<file path="src/hdl/sdspi_pkg.sv">
`timescale 1ns / 1ps
`default_nettype none
// ----------------------------------------------------------------------------
// sdspi_pkg
// Shared types, codes and helpers for the SD card SPI-mode host.
// ----------------------------------------------------------------------------
package sdspi_pkg;

  localparam int SECTOR_BYTES = 512;
  localparam int WAKE_BYTES   = 10;
  localparam int TIMER_BITS   = 24;
  localparam int CNT_W        = 10;
  localparam logic [TIMER_BITS-1:0] TIMER_MAX = {TIMER_BITS{1'b1}};

  typedef enum logic [1:0] {
    OP_INIT = 2'd0,
    OP_READ = 2'd1,
    OP_BYTE = 2'd2,
    OP_TICK = 2'd3
  } op_t;

  typedef enum logic [2:0] {
    RC_OK        = 3'd0,
    RC_PARAM     = 3'd1,
    RC_NOTRDY    = 3'd2,
    RC_RDTIMEOUT = 3'd3,
    RC_INITFAIL  = 3'd4
  } rc_t;

  typedef enum logic [3:0] {
    PH_IDLE, PH_WAKE, PH_DLY_CMD0, PH_DLY_CMD8, PH_DLY_ACMD, PH_DLY_LOOP,
    PH_SEND, PH_RESP, PH_R7, PH_OCR, PH_TOKEN, PH_DATA, PH_CRC
  } phase_t;

  localparam logic [1:0] CFG_CMD_TIMEOUT = 2'd0;
  localparam logic [1:0] CFG_RD_TIMEOUT  = 2'd1;
  localparam logic [1:0] CFG_SETTLE      = 2'd2;

  localparam logic [5:0] CMD0  = 6'd0;
  localparam logic [5:0] CMD8  = 6'd8;
  localparam logic [5:0] CMD16 = 6'd16;
  localparam logic [5:0] CMD17 = 6'd17;
  localparam logic [5:0] CMD41 = 6'd41;
  localparam logic [5:0] CMD55 = 6'd55;
  localparam logic [5:0] CMD58 = 6'd58;

  typedef struct packed {
    op_t         op;
    logic        drive_ok;
    logic        count_zero;
    logic [31:0] sector;
    logic [15:0] count;
    logic [7:0]  rx_byte;
  } item_t;

  typedef struct packed {
    logic       tx_valid;
    logic [7:0] tx_byte;
    logic       chip_select_n;
    logic       fast_clock;
    logic       data_valid;
    logic [7:0] data_byte;
    logic       data_last;
    logic       done_res;
    logic [2:0] result_code;
    logic       card_ready;
  } res_t;

  function automatic logic [7:0] cmd_byte(input logic [5:0] code,
                                          input logic [2:0] idx,
                                          input logic [31:0] blk);
    logic [31:0] arg;
    unique case (code)
      CMD8:    arg = 32'h0000_01AA;
      CMD41:   arg = 32'h4000_0000;
      CMD16:   arg = 32'(SECTOR_BYTES);
      CMD17:   arg = blk;
      default: arg = 32'd0;
    endcase
    if (idx == 3'd0) return 8'h40 | {2'b00, code};
    else if (idx == 3'd1) return arg[31:24];
    else if (idx == 3'd2) return arg[23:16];
    else if (idx == 3'd3) return arg[15:8];
    else if (idx == 3'd4) return arg[7:0];
    else if (code == CMD0) return 8'h95;
    else if (code == CMD8) return 8'h87;
    else return 8'hFF;
  endfunction

endpackage
`default_nettype wire

</file>
<file path="src/hdl/sdspi_if.sv">
`timescale 1ns / 1ps
`default_nettype none
// ----------------------------------------------------------------------------
// sdspi_if
// Valid/ready channel interfaces for requests, results and configuration.
// ----------------------------------------------------------------------------
interface sdspi_in_if;
  logic        valid;
  logic        ready;
  logic [1:0]  op;
  logic [7:0]  drive;
  logic [31:0] sector;
  logic [15:0] count;
  logic [7:0]  rx_byte;
  modport source (output valid, op, drive, sector, count, rx_byte, input ready);
  modport sink   (input valid, op, drive, sector, count, rx_byte, output ready);
endinterface

interface sdspi_out_if;
  logic       valid;
  logic       ready;
  logic       tx_valid;
  logic [7:0] tx_byte;
  logic       chip_select_n;
  logic       fast_clock;
  logic       data_valid;
  logic [7:0] data_byte;
  logic       data_last;
  logic       done_res;
  logic [2:0] result_code;
  logic       card_ready;
  modport source (output valid, tx_valid, tx_byte, chip_select_n, fast_clock,
                  data_valid, data_byte, data_last, done_res, result_code,
                  card_ready, input ready);
  modport sink   (input valid, tx_valid, tx_byte, chip_select_n, fast_clock,
                  data_valid, data_byte, data_last, done_res, result_code,
                  card_ready, output ready);
endinterface

interface sdspi_cfg_if;
  logic        valid;
  logic        ready;
  logic [1:0]  index;
  logic [23:0] data;
  modport source (output valid, index, data, input ready);
  modport sink   (input valid, index, data, output ready);
endinterface
`default_nettype wire

</file>
<file path="src/hdl/sdspi_front.sv">
`timescale 1ns / 1ps
`default_nettype none
// ----------------------------------------------------------------------------
// sdspi_front
// Accepts request items, classifies them and places them in a two-entry queue.
// ----------------------------------------------------------------------------
module sdspi_front (
  input  wire logic          clk,
  input  wire logic          rst_n,
  sdspi_in_if.sink           in_ch,
  output sdspi_pkg::item_t   q_item,
  output logic               q_valid,
  input  wire logic          q_pop
);
  import sdspi_pkg::*;

  item_t      mem_r [2];
  logic       wp_r, rp_r;
  logic [1:0] cnt_r, cnt_nxt;
  logic       push;
  item_t      cls;

  assign in_ch.ready = (cnt_r != 2'd2);
  assign push        = in_ch.valid && in_ch.ready;
  assign q_valid     = (cnt_r != 2'd0);
  assign q_item      = mem_r[rp_r];

  always_comb begin
    cls.op         = op_t'(in_ch.op);
    cls.drive_ok   = (in_ch.drive == 8'd0);
    cls.count_zero = (in_ch.count == 16'd0);
    cls.sector     = in_ch.sector;
    cls.count      = in_ch.count;
    cls.rx_byte    = in_ch.rx_byte;
    cnt_nxt        = cnt_r + {1'b0, push} - {1'b0, q_pop};
  end

  always_ff @(posedge clk) begin
    if (push) mem_r[wp_r] <= cls;
  end

  always_ff @(posedge clk) begin
    if (!rst_n) begin
      wp_r  <= 1'b0;
      rp_r  <= 1'b0;
      cnt_r <= 2'd0;
    end else begin
      if (push)  wp_r <= ~wp_r;
      if (q_pop) rp_r <= ~rp_r;
      cnt_r <= cnt_nxt;
    end
  end

`ifndef ASSERT_OFF
  a_no_pop_empty: assert property (@(posedge clk) disable iff (!rst_n)
    q_pop |-> q_valid) else $error("pop from empty queue");
  a_cnt_range: assert property (@(posedge clk) disable iff (!rst_n)
    cnt_r != 2'd3) else $error("queue count overflow");
  a_full_stall: assert property (@(posedge clk) disable iff (!rst_n)
    (cnt_r == 2'd2) |-> !in_ch.ready) else $error("accept while full");
`endif
endmodule
`default_nettype wire

</file>
<file path="src/hdl/sdspi_back.sv">
`timescale 1ns / 1ps
`default_nettype none
// ----------------------------------------------------------------------------
// sdspi_back
// Card protocol sequencer: one queued item per cycle while the result register is free or taken.
// ----------------------------------------------------------------------------
module sdspi_back (
  input  wire logic         clk,
  input  wire logic         rst_n,
  input  sdspi_pkg::item_t  q_item,
  input  wire logic         q_valid,
  output logic              q_pop,
  sdspi_cfg_if.sink         cfg_ch,
  sdspi_out_if.source       out_ch
);
  import sdspi_pkg::*;

  logic [23:0] cmd_to_r, rd_to_r, settle_r;
  phase_t      phase_r, phase_nxt;
  logic [CNT_W-1:0] bc_r, bc_nxt;
  logic [TIMER_BITS-1:0] el_r, el_nxt, lt_r, lt_nxt, el_t, lt_t;
  logic [31:0] blk_r, blk_nxt;
  logic [15:0] left_r, left_nxt;
  logic [5:0]  cc_r, cc_nxt;
  logic [7:0]  lr_r, lr_nxt;
  logic        rdy_r, rdy_nxt, fast_r, fast_nxt, cs_r, cs_nxt;
  res_t        res_r, r;
  logic        ovalid_r, step;
  logic [7:0]  rx, resp;
  logic        cmd_res;

  assign cfg_ch.ready = 1'b1;
  assign step  = q_valid && (!ovalid_r || out_ch.ready);
  assign q_pop = step;
  assign rx    = q_item.rx_byte;

  always_ff @(posedge clk) begin
    if (!rst_n) begin
      cmd_to_r <= 24'd2000000;
      rd_to_r  <= 24'd1000000;
      settle_r <= 24'd10000;
    end else if (cfg_ch.valid) begin
      unique case (cfg_ch.index)
        CFG_CMD_TIMEOUT: cmd_to_r <= cfg_ch.data;
        CFG_RD_TIMEOUT:  rd_to_r  <= cfg_ch.data;
        CFG_SETTLE:      settle_r <= cfg_ch.data;
        default: ;
      endcase
    end
  end

  // Next-state logic: mirrors one step of the protocol per item.
  always_comb begin
    phase_nxt = phase_r; bc_nxt = bc_r; el_nxt = el_r; lt_nxt = lt_r;
    blk_nxt = blk_r; left_nxt = left_r; cc_nxt = cc_r; lr_nxt = lr_r;
    rdy_nxt = rdy_r; fast_nxt = fast_r; cs_nxt = cs_r;
    r = '0;
    cmd_res = 1'b0; resp = rx;
    el_t = (el_r != TIMER_MAX) ? el_r + 1'b1 : el_r;
    lt_t = (lt_r != TIMER_MAX) ? lt_r + 1'b1 : lt_r;
    unique case (q_item.op)
      OP_INIT: begin
        if (phase_r == PH_IDLE) begin
          if (!q_item.drive_ok) begin
            r.done_res = 1'b1; r.result_code = RC_INITFAIL;
          end else begin
            fast_nxt = 1'b0; cs_nxt = 1'b1; phase_nxt = PH_WAKE; bc_nxt = '0;
            r.tx_valid = 1'b1; r.tx_byte = 8'hFF;
          end
        end
      end
      OP_READ: begin
        if (phase_r == PH_IDLE) begin
          if (!q_item.drive_ok || q_item.count_zero) begin
            r.done_res = 1'b1; r.result_code = RC_PARAM;
          end else if (!rdy_r) begin
            r.done_res = 1'b1; r.result_code = RC_NOTRDY;
          end else begin
            blk_nxt = q_item.sector; left_nxt = q_item.count;
            cc_nxt = CMD17; bc_nxt = '0; phase_nxt = PH_SEND; cs_nxt = 1'b0;
            r.tx_valid = 1'b1; r.tx_byte = cmd_byte(CMD17, 3'd0, q_item.sector);
          end
        end
      end
      OP_BYTE: begin
        priority case (phase_r)
          PH_WAKE: begin
            bc_nxt = bc_r + 1'b1;
            if (bc_nxt >= CNT_W'(WAKE_BYTES)) begin
              phase_nxt = PH_DLY_CMD0; el_nxt = '0;
            end else begin
              r.tx_valid = 1'b1; r.tx_byte = 8'hFF;
            end
          end
          PH_SEND: begin
            bc_nxt = bc_r + 1'b1;
            r.tx_valid = 1'b1;
            if (bc_nxt >= CNT_W'(6)) begin
              phase_nxt = PH_RESP; el_nxt = '0; r.tx_byte = 8'hFF;
            end else begin
              r.tx_byte = cmd_byte(cc_r, bc_nxt[2:0], blk_r);
            end
          end
          PH_RESP: begin
            if (cc_r == CMD17) begin
              if (el_r > rd_to_r) begin
                phase_nxt = PH_IDLE; cs_nxt = 1'b1;
                r.done_res = 1'b1; r.result_code = RC_RDTIMEOUT;
              end else begin
                if (rx == 8'h00) begin
                  lr_nxt = rx; phase_nxt = PH_TOKEN; el_nxt = '0;
                end
                r.tx_valid = 1'b1; r.tx_byte = 8'hFF;
              end
            end else if (el_r > cmd_to_r) begin
              cs_nxt = 1'b1; cmd_res = 1'b1; resp = 8'hFF;
            end else if (rx[7]) begin
              r.tx_valid = 1'b1; r.tx_byte = 8'hFF;
            end else begin
              cmd_res = 1'b1;
            end
          end
          PH_R7: begin
            bc_nxt = bc_r + 1'b1;
            if (bc_nxt >= CNT_W'(4)) begin
              if (rx == 8'hAA) begin
                phase_nxt = PH_DLY_ACMD; el_nxt = '0;
              end else begin
                phase_nxt = PH_IDLE; cs_nxt = 1'b1;
                r.done_res = 1'b1; r.result_code = RC_INITFAIL;
              end
            end else begin
              r.tx_valid = 1'b1; r.tx_byte = 8'hFF;
            end
          end
          PH_OCR: begin
            bc_nxt = bc_r + 1'b1;
            r.tx_valid = 1'b1;
            if (bc_nxt >= CNT_W'(4)) begin
              cc_nxt = CMD16; bc_nxt = '0; phase_nxt = PH_SEND; cs_nxt = 1'b0;
              r.tx_byte = cmd_byte(CMD16, 3'd0, blk_r);
            end else begin
              r.tx_byte = 8'hFF;
            end
          end
          PH_TOKEN: begin
            if (el_r > rd_to_r) begin
              phase_nxt = PH_IDLE; cs_nxt = 1'b1;
              r.done_res = 1'b1; r.result_code = RC_RDTIMEOUT;
            end else begin
              if (rx == 8'hFE) begin
                phase_nxt = PH_DATA; bc_nxt = '0;
              end
              r.tx_valid = 1'b1; r.tx_byte = 8'hFF;
            end
          end
          PH_DATA: begin
            r.data_valid = 1'b1; r.data_byte = rx;
            r.tx_valid = 1'b1; r.tx_byte = 8'hFF;
            bc_nxt = bc_r + 1'b1;
            if (bc_r == CNT_W'(SECTOR_BYTES - 1)) begin
              r.data_last = (left_r == 16'd1);
              phase_nxt = PH_CRC; bc_nxt = '0;
            end
          end
          PH_CRC: begin
            bc_nxt = bc_r + 1'b1;
            if (bc_nxt >= CNT_W'(2)) begin
              cs_nxt = 1'b1; blk_nxt = blk_r + 32'd1; left_nxt = left_r - 16'd1;
              if (left_nxt == 16'd0) begin
                phase_nxt = PH_IDLE;
                r.done_res = 1'b1; r.result_code = RC_OK;
              end else begin
                cc_nxt = CMD17; bc_nxt = '0; phase_nxt = PH_SEND; cs_nxt = 1'b0;
                r.tx_valid = 1'b1; r.tx_byte = cmd_byte(CMD17, 3'd0, blk_nxt);
              end
            end else begin
              r.tx_valid = 1'b1; r.tx_byte = 8'hFF;
            end
          end
          default: ;
        endcase
      end
      OP_TICK: begin
        el_nxt = el_t; lt_nxt = lt_t;
        if ((phase_r == PH_DLY_CMD0 || phase_r == PH_DLY_CMD8 ||
             phase_r == PH_DLY_ACMD || phase_r == PH_DLY_LOOP) &&
            (el_t >= settle_r)) begin
          bc_nxt = '0; phase_nxt = PH_SEND; cs_nxt = 1'b0; r.tx_valid = 1'b1;
          if (phase_r == PH_DLY_CMD0)      cc_nxt = CMD0;
          else if (phase_r == PH_DLY_CMD8) cc_nxt = CMD8;
          else if (phase_r == PH_DLY_ACMD) begin
            cc_nxt = CMD55; lt_nxt = '0;
          end else cc_nxt = (lr_r == 8'h00) ? CMD58 : CMD55;
          r.tx_byte = cmd_byte(cc_nxt, 3'd0, blk_r);
        end
      end
      default: ;
    endcase

    if (cmd_res) begin
      lr_nxt = resp;
      priority if (cc_r == CMD0 && resp == 8'h01) begin
        phase_nxt = PH_DLY_CMD8; el_nxt = '0;
      end else if (cc_r == CMD8 && resp == 8'h01) begin
        phase_nxt = PH_R7; bc_nxt = '0; r.tx_valid = 1'b1; r.tx_byte = 8'hFF;
      end else if (cc_r == CMD55 && resp <= 8'h01) begin
        cc_nxt = CMD41; bc_nxt = '0; phase_nxt = PH_SEND; cs_nxt = 1'b0;
        r.tx_valid = 1'b1; r.tx_byte = cmd_byte(CMD41, 3'd0, blk_r);
      end else if (cc_r == CMD41 && !(lt_r > cmd_to_r)) begin
        phase_nxt = PH_DLY_LOOP; el_nxt = '0;
      end else if (cc_r == CMD58) begin
        r.tx_valid = 1'b1;
        if (resp == 8'h00) begin
          phase_nxt = PH_OCR; bc_nxt = '0; r.tx_byte = 8'hFF;
        end else begin
          cc_nxt = CMD16; bc_nxt = '0; phase_nxt = PH_SEND; cs_nxt = 1'b0;
          r.tx_byte = cmd_byte(CMD16, 3'd0, blk_r);
        end
      end else if (cc_r == CMD16 && resp == 8'h00) begin
        fast_nxt = 1'b1; rdy_nxt = 1'b1; phase_nxt = PH_IDLE; cs_nxt = 1'b1;
        r.done_res = 1'b1; r.result_code = RC_OK;
      end else begin
        phase_nxt = PH_IDLE; cs_nxt = 1'b1;
        r.done_res = 1'b1; r.result_code = RC_INITFAIL;
      end
    end
    r.chip_select_n = cs_nxt;
    r.fast_clock    = fast_nxt;
    r.card_ready    = rdy_nxt;
  end

  always_ff @(posedge clk) begin
    if (!rst_n) begin
      phase_r <= PH_IDLE; bc_r <= '0; el_r <= '0; lt_r <= '0;
      blk_r <= '0; left_r <= '0; cc_r <= '0; lr_r <= 8'hFF;
      rdy_r <= 1'b0; fast_r <= 1'b0; cs_r <= 1'b1; ovalid_r <= 1'b0;
    end else begin
      if (step) begin
        phase_r <= phase_nxt; bc_r <= bc_nxt; el_r <= el_nxt; lt_r <= lt_nxt;
        blk_r <= blk_nxt; left_r <= left_nxt; cc_r <= cc_nxt; lr_r <= lr_nxt;
        rdy_r <= rdy_nxt; fast_r <= fast_nxt; cs_r <= cs_nxt;
      end
      if (step) ovalid_r <= 1'b1;
      else if (out_ch.ready) ovalid_r <= 1'b0;
    end
  end

  always_ff @(posedge clk) begin
    if (step) res_r <= r;
  end

  assign out_ch.valid         = ovalid_r;
  assign out_ch.tx_valid      = res_r.tx_valid;
  assign out_ch.tx_byte       = res_r.tx_byte;
  assign out_ch.chip_select_n = res_r.chip_select_n;
  assign out_ch.fast_clock    = res_r.fast_clock;
  assign out_ch.data_valid    = res_r.data_valid;
  assign out_ch.data_byte     = res_r.data_byte;
  assign out_ch.data_last     = res_r.data_last;
  assign out_ch.done_res      = res_r.done_res;
  assign out_ch.result_code   = res_r.result_code;
  assign out_ch.card_ready    = res_r.card_ready;

`ifndef ASSERT_OFF
  a_hold: assert property (@(posedge clk) disable iff (!rst_n)
    (ovalid_r && !out_ch.ready) |=> $stable(res_r)) else $error("result moved");
  a_idle_cs: assert property (@(posedge clk) disable iff (!rst_n)
    (phase_r == PH_IDLE) |-> cs_r) else $error("card selected while idle");
  a_fast_ready: assert property (@(posedge clk) disable iff (!rst_n)
    fast_r |-> rdy_r) else $error("fast clock before card ready");
`endif
endmodule
`default_nettype wire

</file>
<file path="src/hdl/sd_spi_init_and_block_read.sv">
`timescale 1ns / 1ps
`default_nettype none
// ----------------------------------------------------------------------------
// sd_spi_init_and_block_read
// SD card SPI-mode host: power-up sequence and multi-sector block read.
// ----------------------------------------------------------------------------
// Usage:
//   in_*  : requests (start init, start read), byte-exchanged reports with the
//           received MISO byte, and one-microsecond ticks.
//   out_* : one result per item: next byte to send, chip select, clock
//           choice, sector data byte, completion and result code.
//   cfg_* : timeout and settle registers, written while idle.
// Throughput: one item per cycle while results are taken, set by the single-step protocol sequencer.
// Path: each item passes the queue and then the result register.
// A two-entry queue separates intake from the sequencer; a stalled receiver
// holds the result register and fills the queue before in_ready drops.
// Reset: idle, card deselected, slow clock, not ready, default registers.
// ----------------------------------------------------------------------------
module sd_spi_init_and_block_read (
  input  wire logic clk,
  input  wire logic rst_n,
  sdspi_in_if.sink     in_ch,
  sdspi_out_if.source  out_ch,
  sdspi_cfg_if.sink    cfg_ch
);
  import sdspi_pkg::*;

  item_t q_item;
  logic  q_valid, q_pop;

  sdspi_front u_front (.clk, .rst_n, .in_ch, .q_item, .q_valid, .q_pop);
  sdspi_back  u_back  (.clk, .rst_n, .q_item, .q_valid, .q_pop, .cfg_ch, .out_ch);
endmodule
`default_nettype wire
</file>
<file path="src/flat_wrapper.sv">
// flat-port wrapper written by rule: the top's interface ports become plain ports
module sd_spi_init_and_block_read_flat import sdspi_pkg::*;
  (clk, rst_n, in_ch_valid, in_ch_op, in_ch_drive, in_ch_sector, in_ch_count, in_ch_rx_byte, in_ch_ready, out_ch_valid, out_ch_tx_valid, out_ch_tx_byte, out_ch_chip_select_n, out_ch_fast_clock, out_ch_data_valid, out_ch_data_byte, out_ch_data_last, out_ch_done_res, out_ch_result_code, out_ch_card_ready, out_ch_ready, cfg_ch_valid, cfg_ch_index, cfg_ch_data, cfg_ch_ready);
  sdspi_in_if in_ch_i ();
  sdspi_out_if out_ch_i ();
  sdspi_cfg_if cfg_ch_i ();
  input  wire logic clk;
  input  wire logic rst_n;
  input wire logic [$bits(in_ch_i.valid)-1:0] in_ch_valid;
  input wire logic [$bits(in_ch_i.op)-1:0] in_ch_op;
  input wire logic [$bits(in_ch_i.drive)-1:0] in_ch_drive;
  input wire logic [$bits(in_ch_i.sector)-1:0] in_ch_sector;
  input wire logic [$bits(in_ch_i.count)-1:0] in_ch_count;
  input wire logic [$bits(in_ch_i.rx_byte)-1:0] in_ch_rx_byte;
  output wire logic [$bits(in_ch_i.ready)-1:0] in_ch_ready;
  output wire logic [$bits(out_ch_i.valid)-1:0] out_ch_valid;
  output wire logic [$bits(out_ch_i.tx_valid)-1:0] out_ch_tx_valid;
  output wire logic [$bits(out_ch_i.tx_byte)-1:0] out_ch_tx_byte;
  output wire logic [$bits(out_ch_i.chip_select_n)-1:0] out_ch_chip_select_n;
  output wire logic [$bits(out_ch_i.fast_clock)-1:0] out_ch_fast_clock;
  output wire logic [$bits(out_ch_i.data_valid)-1:0] out_ch_data_valid;
  output wire logic [$bits(out_ch_i.data_byte)-1:0] out_ch_data_byte;
  output wire logic [$bits(out_ch_i.data_last)-1:0] out_ch_data_last;
  output wire logic [$bits(out_ch_i.done_res)-1:0] out_ch_done_res;
  output wire logic [$bits(out_ch_i.result_code)-1:0] out_ch_result_code;
  output wire logic [$bits(out_ch_i.card_ready)-1:0] out_ch_card_ready;
  input wire logic [$bits(out_ch_i.ready)-1:0] out_ch_ready;
  input wire logic [$bits(cfg_ch_i.valid)-1:0] cfg_ch_valid;
  input wire logic [$bits(cfg_ch_i.index)-1:0] cfg_ch_index;
  input wire logic [$bits(cfg_ch_i.data)-1:0] cfg_ch_data;
  output wire logic [$bits(cfg_ch_i.ready)-1:0] cfg_ch_ready;
  assign in_ch_i.valid = in_ch_valid;
  assign in_ch_i.op = in_ch_op;
  assign in_ch_i.drive = in_ch_drive;
  assign in_ch_i.sector = in_ch_sector;
  assign in_ch_i.count = in_ch_count;
  assign in_ch_i.rx_byte = in_ch_rx_byte;
  assign in_ch_ready = in_ch_i.ready;
  assign out_ch_valid = out_ch_i.valid;
  assign out_ch_tx_valid = out_ch_i.tx_valid;
  assign out_ch_tx_byte = out_ch_i.tx_byte;
  assign out_ch_chip_select_n = out_ch_i.chip_select_n;
  assign out_ch_fast_clock = out_ch_i.fast_clock;
  assign out_ch_data_valid = out_ch_i.data_valid;
  assign out_ch_data_byte = out_ch_i.data_byte;
  assign out_ch_data_last = out_ch_i.data_last;
  assign out_ch_done_res = out_ch_i.done_res;
  assign out_ch_result_code = out_ch_i.result_code;
  assign out_ch_card_ready = out_ch_i.card_ready;
  assign out_ch_i.ready = out_ch_ready;
  assign cfg_ch_i.valid = cfg_ch_valid;
  assign cfg_ch_i.index = cfg_ch_index;
  assign cfg_ch_i.data = cfg_ch_data;
  assign cfg_ch_ready = cfg_ch_i.ready;
  sd_spi_init_and_block_read u_core (.clk(clk), .rst_n(rst_n), .in_ch(in_ch_i), .out_ch(out_ch_i), .cfg_ch(cfg_ch_i));
endmodule
</file>
<file path="config.mk">
export PLATFORM = sky130hd
export DESIGN_NAME = sd_spi_init_and_block_read_flat
export DESIGN_NICKNAME = d
export VERILOG_FILES = /design/src/hdl/sdspi_pkg.sv /design/src/hdl/sdspi_if.sv /design/src/hdl/sdspi_front.sv /design/src/hdl/sdspi_back.sv /design/src/hdl/sd_spi_init_and_block_read.sv /design/src/flat_wrapper.sv
export SDC_FILE = /design/constraint.sdc
export NUM_CORES = 1
export LEC_CHECK = 0
export BUFFER_PORTS_ARGS = -buffer_cell sky130_fd_sc_hd__buf_2
export CORE_MARGIN = 2
export CORE_UTILIZATION = 37
export CTS_CLUSTER_DIAMETER = 60
export DETAILED_ROUTE_END_ITERATION = 16
export MAX_ROUTING_LAYER = met4
export PLACE_DENSITY = 0.55
export SKIP_LAST_GASP = 1
export SYNTH_ARGS = -nofsm -noshare
export SYNTH_HDL_FRONTEND = slang
export SYNTH_SLANG_ARGS = --single-unit
</file>
<file path="constraint.sdc">
create_clock -name clk -period 4.9 [get_ports clk]
set_input_delay 0.98 -clock clk [delete_from_list [all_inputs] [get_ports clk]]
set_output_delay 0.98 -clock clk [all_outputs]
set_load 0.02 [all_outputs]
</file>
==> results.toml <==
[outcome]
status = "complete, no violations"

[clocking]
path_clk_slew_ps = 60
clk_latency_ps = 590
cts_max_path_buffers = 3
cts_tree = "done"
clock-sinks = 351
cts_buffers = 46
cts-root-buf = "clkbuf_16"
h-tree-depth = 2

[floorplanning]
ios = 126
dieArea_um2 = 55400
rows = 84
die_x_um = 235.4
initial_core_util_pct = 37.54
core_area_um2 = 52760
die_y_um = 235.4

[worst_setup_path]
r2r_setup_slack_ps = 180
cp_max_fo = 8
worstPathRequired_ps = 5350
cp-end-kind = "register"
worstPathArrival_ps = 5170
r2r-end = "u_core.u_back.bc_r[3]$_SDFFE_PN0P_"
crit_family = "simple AND/OR/NAND/NOR gates"
path_cells = "and4_1, nand4_1, or3_1, or3_4, nand2b_1, buf_4, or3_1, xnor2_1, ha_1, nand4_1, or3_1, o311a_1, a221o_1, or3_1, a32oi_1, buf_4, o22ai_1"
reg2reg_from = "u_core.u_back.el_r[5]$_SDFFE_PN0P_"
cp_common_cell = "or3_1"
slowest_stage = "or3_4"
critPathLaunchType = "register"
critPathKind = "reg -> reg"
cp.depth = 17
ff2ff_path_depth = 17
crit_buf_inv = 2
max_stage_delay_ps = 450

[pwr]
switchingPower_mw = 3.131
share_comb_of_total_power_pct = 24.2
power_mw = 9.228
vdd_drop_max_mv = 0.2600
intPower_mw = 6.097
power.share.clock_pct = 37.0
p_per_area_nw_per_um2 = 402.8
swShare_pct = 33.93
sequentialPowerShare_pct = 38.8
leakage_nw = 8.587

[timing]
skew_ps = 14.71
setup_viol = 0
fmax_ghz = 0.2118
fin_crit_ps = 4721
rsz0062_at_grt = "false"
finalCritPeriodShare_pct = 96.34
tightest_slew_ps = 1190
slew_headroom_pct = 20.65
final_max_slew_viol_count = 0
whs_ps = 455.3
setup-tns-final_ps = 0
finalHoldViolations = 0

[final_layout]
area_delta_synth_final_pct = 15.67
fin_area_um2 = 22910
layout_common_cells = "294 x nand2_1, 209 x a21oi_1, 204 x dfxtp_1"
fin_util_pct = 43.42
final_common_cell = "nand2_1"
fin_nets = 2588
layout-drive-gt1-share_pct = 12.93
antenna_cells = 0

[place]
placed_cell_area_um2 = 21340
io_buffers = 124
dpl.hpwl_mm = 46.18
gp_congestion = 0.9704

[yosys]
avgSynthCellArea_um2 = 8.730
synthCells = 2269
synthesis.area_um2 = 19810
synth_edf_count = 146
seq_area_frac_synth_pct = 42.85
ys_types = 88
ys.flop_type = "dfxtp_1"
ys_warn_count = 0
synthTopCellsByArea = "edfxtp_1 22%, dfxtp_1 21%, ha_1 6.8%, nand2_1 5.6%, a21oi_1 5.3%"
synth_seq_cells = 351
synth_top_area_share_pct = 22.13
synth_nets = 2474
synthArstFlopShare_pct = 0
synth_area_leader_cell = "edfxtp_1"

[drt]
ant_nets = 0
wire_per_inst_um = 20.32
drt_first_pass_iters = 5
drcViolationCount = 0
drt_wl_total_mm = 63.19
vias = 17713
drt_iter0_drc = 1488
vias_per_cell = 5.697

[min_path]
worst_hold_path_type = "reg -> reg"
whs_endpoint = "u_core.u_back.rd_to_r[12]$_SDFFE_PN0P_"
min_from = "u_core.u_back.rd_to_r[12]$_SDFFE_PN0P_"
holdPathStages = 2

[flow_run]
maxCapViolCount = 0

[global_route]
antenna_found_initial = 0
gr-total-overflow = 0
grt_first_pass_wirelength_mm = 99.48
grtUsageTotal_pct = 23.18
grt_pass1_vias = 17114
grt_max_degree = 69
[cells by family after synthesis]
kind of cell / after synthesis / share of synthesized area, %
adder cells (fa/ha/maj): 109 / 6.873
other: 1 / 0.01893
multiplexers: 69 / 3.506
buffers and inverters: 227 / 4.466
AND/OR/NAND/NOR: 834 / 19.90
XOR/XNOR: 63 / 2.786
AO/OA/AOI/OAI: 615 / 19.59
flip-flops: 351 / 42.85
[synthesized netlist by cell type, types with 6 or more instances]
master / count
a211oi_1: 23
a21o_1: 12
a21oi_1: 209
a221oi_1: 7
a22oi_1: 17
a311oi_1: 6
a31oi_1: 31
a32oi_1: 8
and2_1: 19
and3_1: 28
buf_1: 11
clkbuf_1: 100
dfxtp_1: 205
edfxtp_1: 146
ha_1: 108
inv_1: 104
mux2i_1: 66
nand2_1: 295
nand2b_1: 13
nand3_1: 62
nand3b_1: 9
nand4_1: 38
nor2_1: 186
nor2b_1: 25
nor3_1: 64
nor3b_1: 9
nor4_1: 28
o211ai_1: 35
o21a_1: 19
o21ai_0: 127
o22ai_1: 19
o2bb2ai_1: 7
o31ai_1: 12
o32ai_1: 7
or2_2: 9
or3_1: 20
or4_1: 7
xnor2_1: 34
xor2_1: 29
[registers in the layout (all words and copies together) (netlist names), 2 cells and up, named ones only]
register	flops
u_core.u_front.mem_r	120
u_core.u_back.blk_r	32
u_core.u_back.cmd_to_r	24
u_core.u_back.el_r	24
u_core.u_back.lt_r	24
u_core.u_back.rd_to_r	24
u_core.u_back.settle_r	24
u_core.u_back.left_r	16
u_core.u_back.bc_r	10
u_core.u_back.lr_r	8
u_core.u_back.out_ch.data_byte	8
u_core.u_back.out_ch.tx_byte	8
u_core.u_back.cc_r	6
u_core.u_back.phase_r	4
u_core.u_back.out_ch.result_code	3
u_core.u_front.cnt_r	2
[metrics by stage]
stage	std cells	worst slack [ps]
3_5_place_dp	3023	158.1
3_3_place_gp	3023	268.4
6_report	3109	179.2
4_1_cts	3109	143.1
2_1_floorplan	2269	96.87
5_1_grt	3109	1.998
[worst reg2reg max path: stages, from the launching register on]
cell and delay (ps):
dfxtp_1 330, and4_1 270, nand4_1 130, or3_1 420, or3_4 450, nand2b_1 170, buf_4 190, or3_1 160
xnor2_1 80, ha_1 320, nand4_1 120, or3_1 330, o311a_1 330, a221o_1 380, or3_1 380, a32oi_1 230
buf_4 200, o22ai_1 80
[what timing repair did]
| action | 4_1_cts | 5_1_grt |
|---|---|---|
| endpoints found under the setup margin | 0 | 12 |
| resized for setup | 0 | 7 |
| hold buffers | 0 | 0 |
| setup buffers | 0 | 0 |
[routing by layer]
layer	routed length, µm	vias to the layer above	GRT usage (%)
li1	-	8560	-
met1	29140	8453	31.39
met2	28460	593	35.85
met3	3869	107	3.330
met4	1714	0	7.199
met5	0	-	-
[how the worst max path moves through the flow]
stage / start / slack [ps] / end
floorplan: u_core.u_back.el_r[3]$_SDFFE_PN0P_ / 100 / u_core.u_back.bc_r[3]$_SDFFE_PN0P_
global placement: u_core.u_back.el_r[6]$_SDFFE_PN0P_ / 270 / u_core.u_back.out_ch.tx_byte[1]$_DFFE_PP_
detailed placement: u_core.u_back.el_r[6]$_SDFFE_PN0P_ / 160 / u_core.u_back.cc_r[0]$_SDFFE_PN0P_
CTS: u_core.u_back.el_r[5]$_SDFFE_PN0P_ / 140 / u_core.u_back.cc_r[0]$_SDFFE_PN0P_
global route: u_core.u_back.el_r[5]$_SDFFE_PN0P_ / 2 / u_core.u_back.out_ch.tx_byte[4]$_DFFE_PP_
finish: u_core.u_back.el_r[5]$_SDFFE_PN0P_ / 180 / u_core.u_back.bc_r[3]$_SDFFE_PN0P_
[power by group through the flow]
stage / Sequential, mW / Combinational [mW] / Clock [mW]
finish: 3.58 / 2.23 / 3.41
global route: 3.61 / 2.43 / 3.60
CTS: 3.58 / 2.22 / 3.50
detailed placement: 3.64 / 2.21 / 0
global placement: 3.64 / 2.21 / 0
floorplan: 3.66 / 1.40 / 0
[cell type report]
type | instances | area [µm²]
clock buffer | 56 | 1229
timing repair buffer | 187 | 1106
clock inverter | 30 | 316.6
multi-input combinational | 1691 | 10510
inverter | 106 | 400.4
fill | 5232 | 29850
sequential | 351 | 8492
tap | 688 | 860.8
No activity file was read; power rests on OpenSTA's default activity.
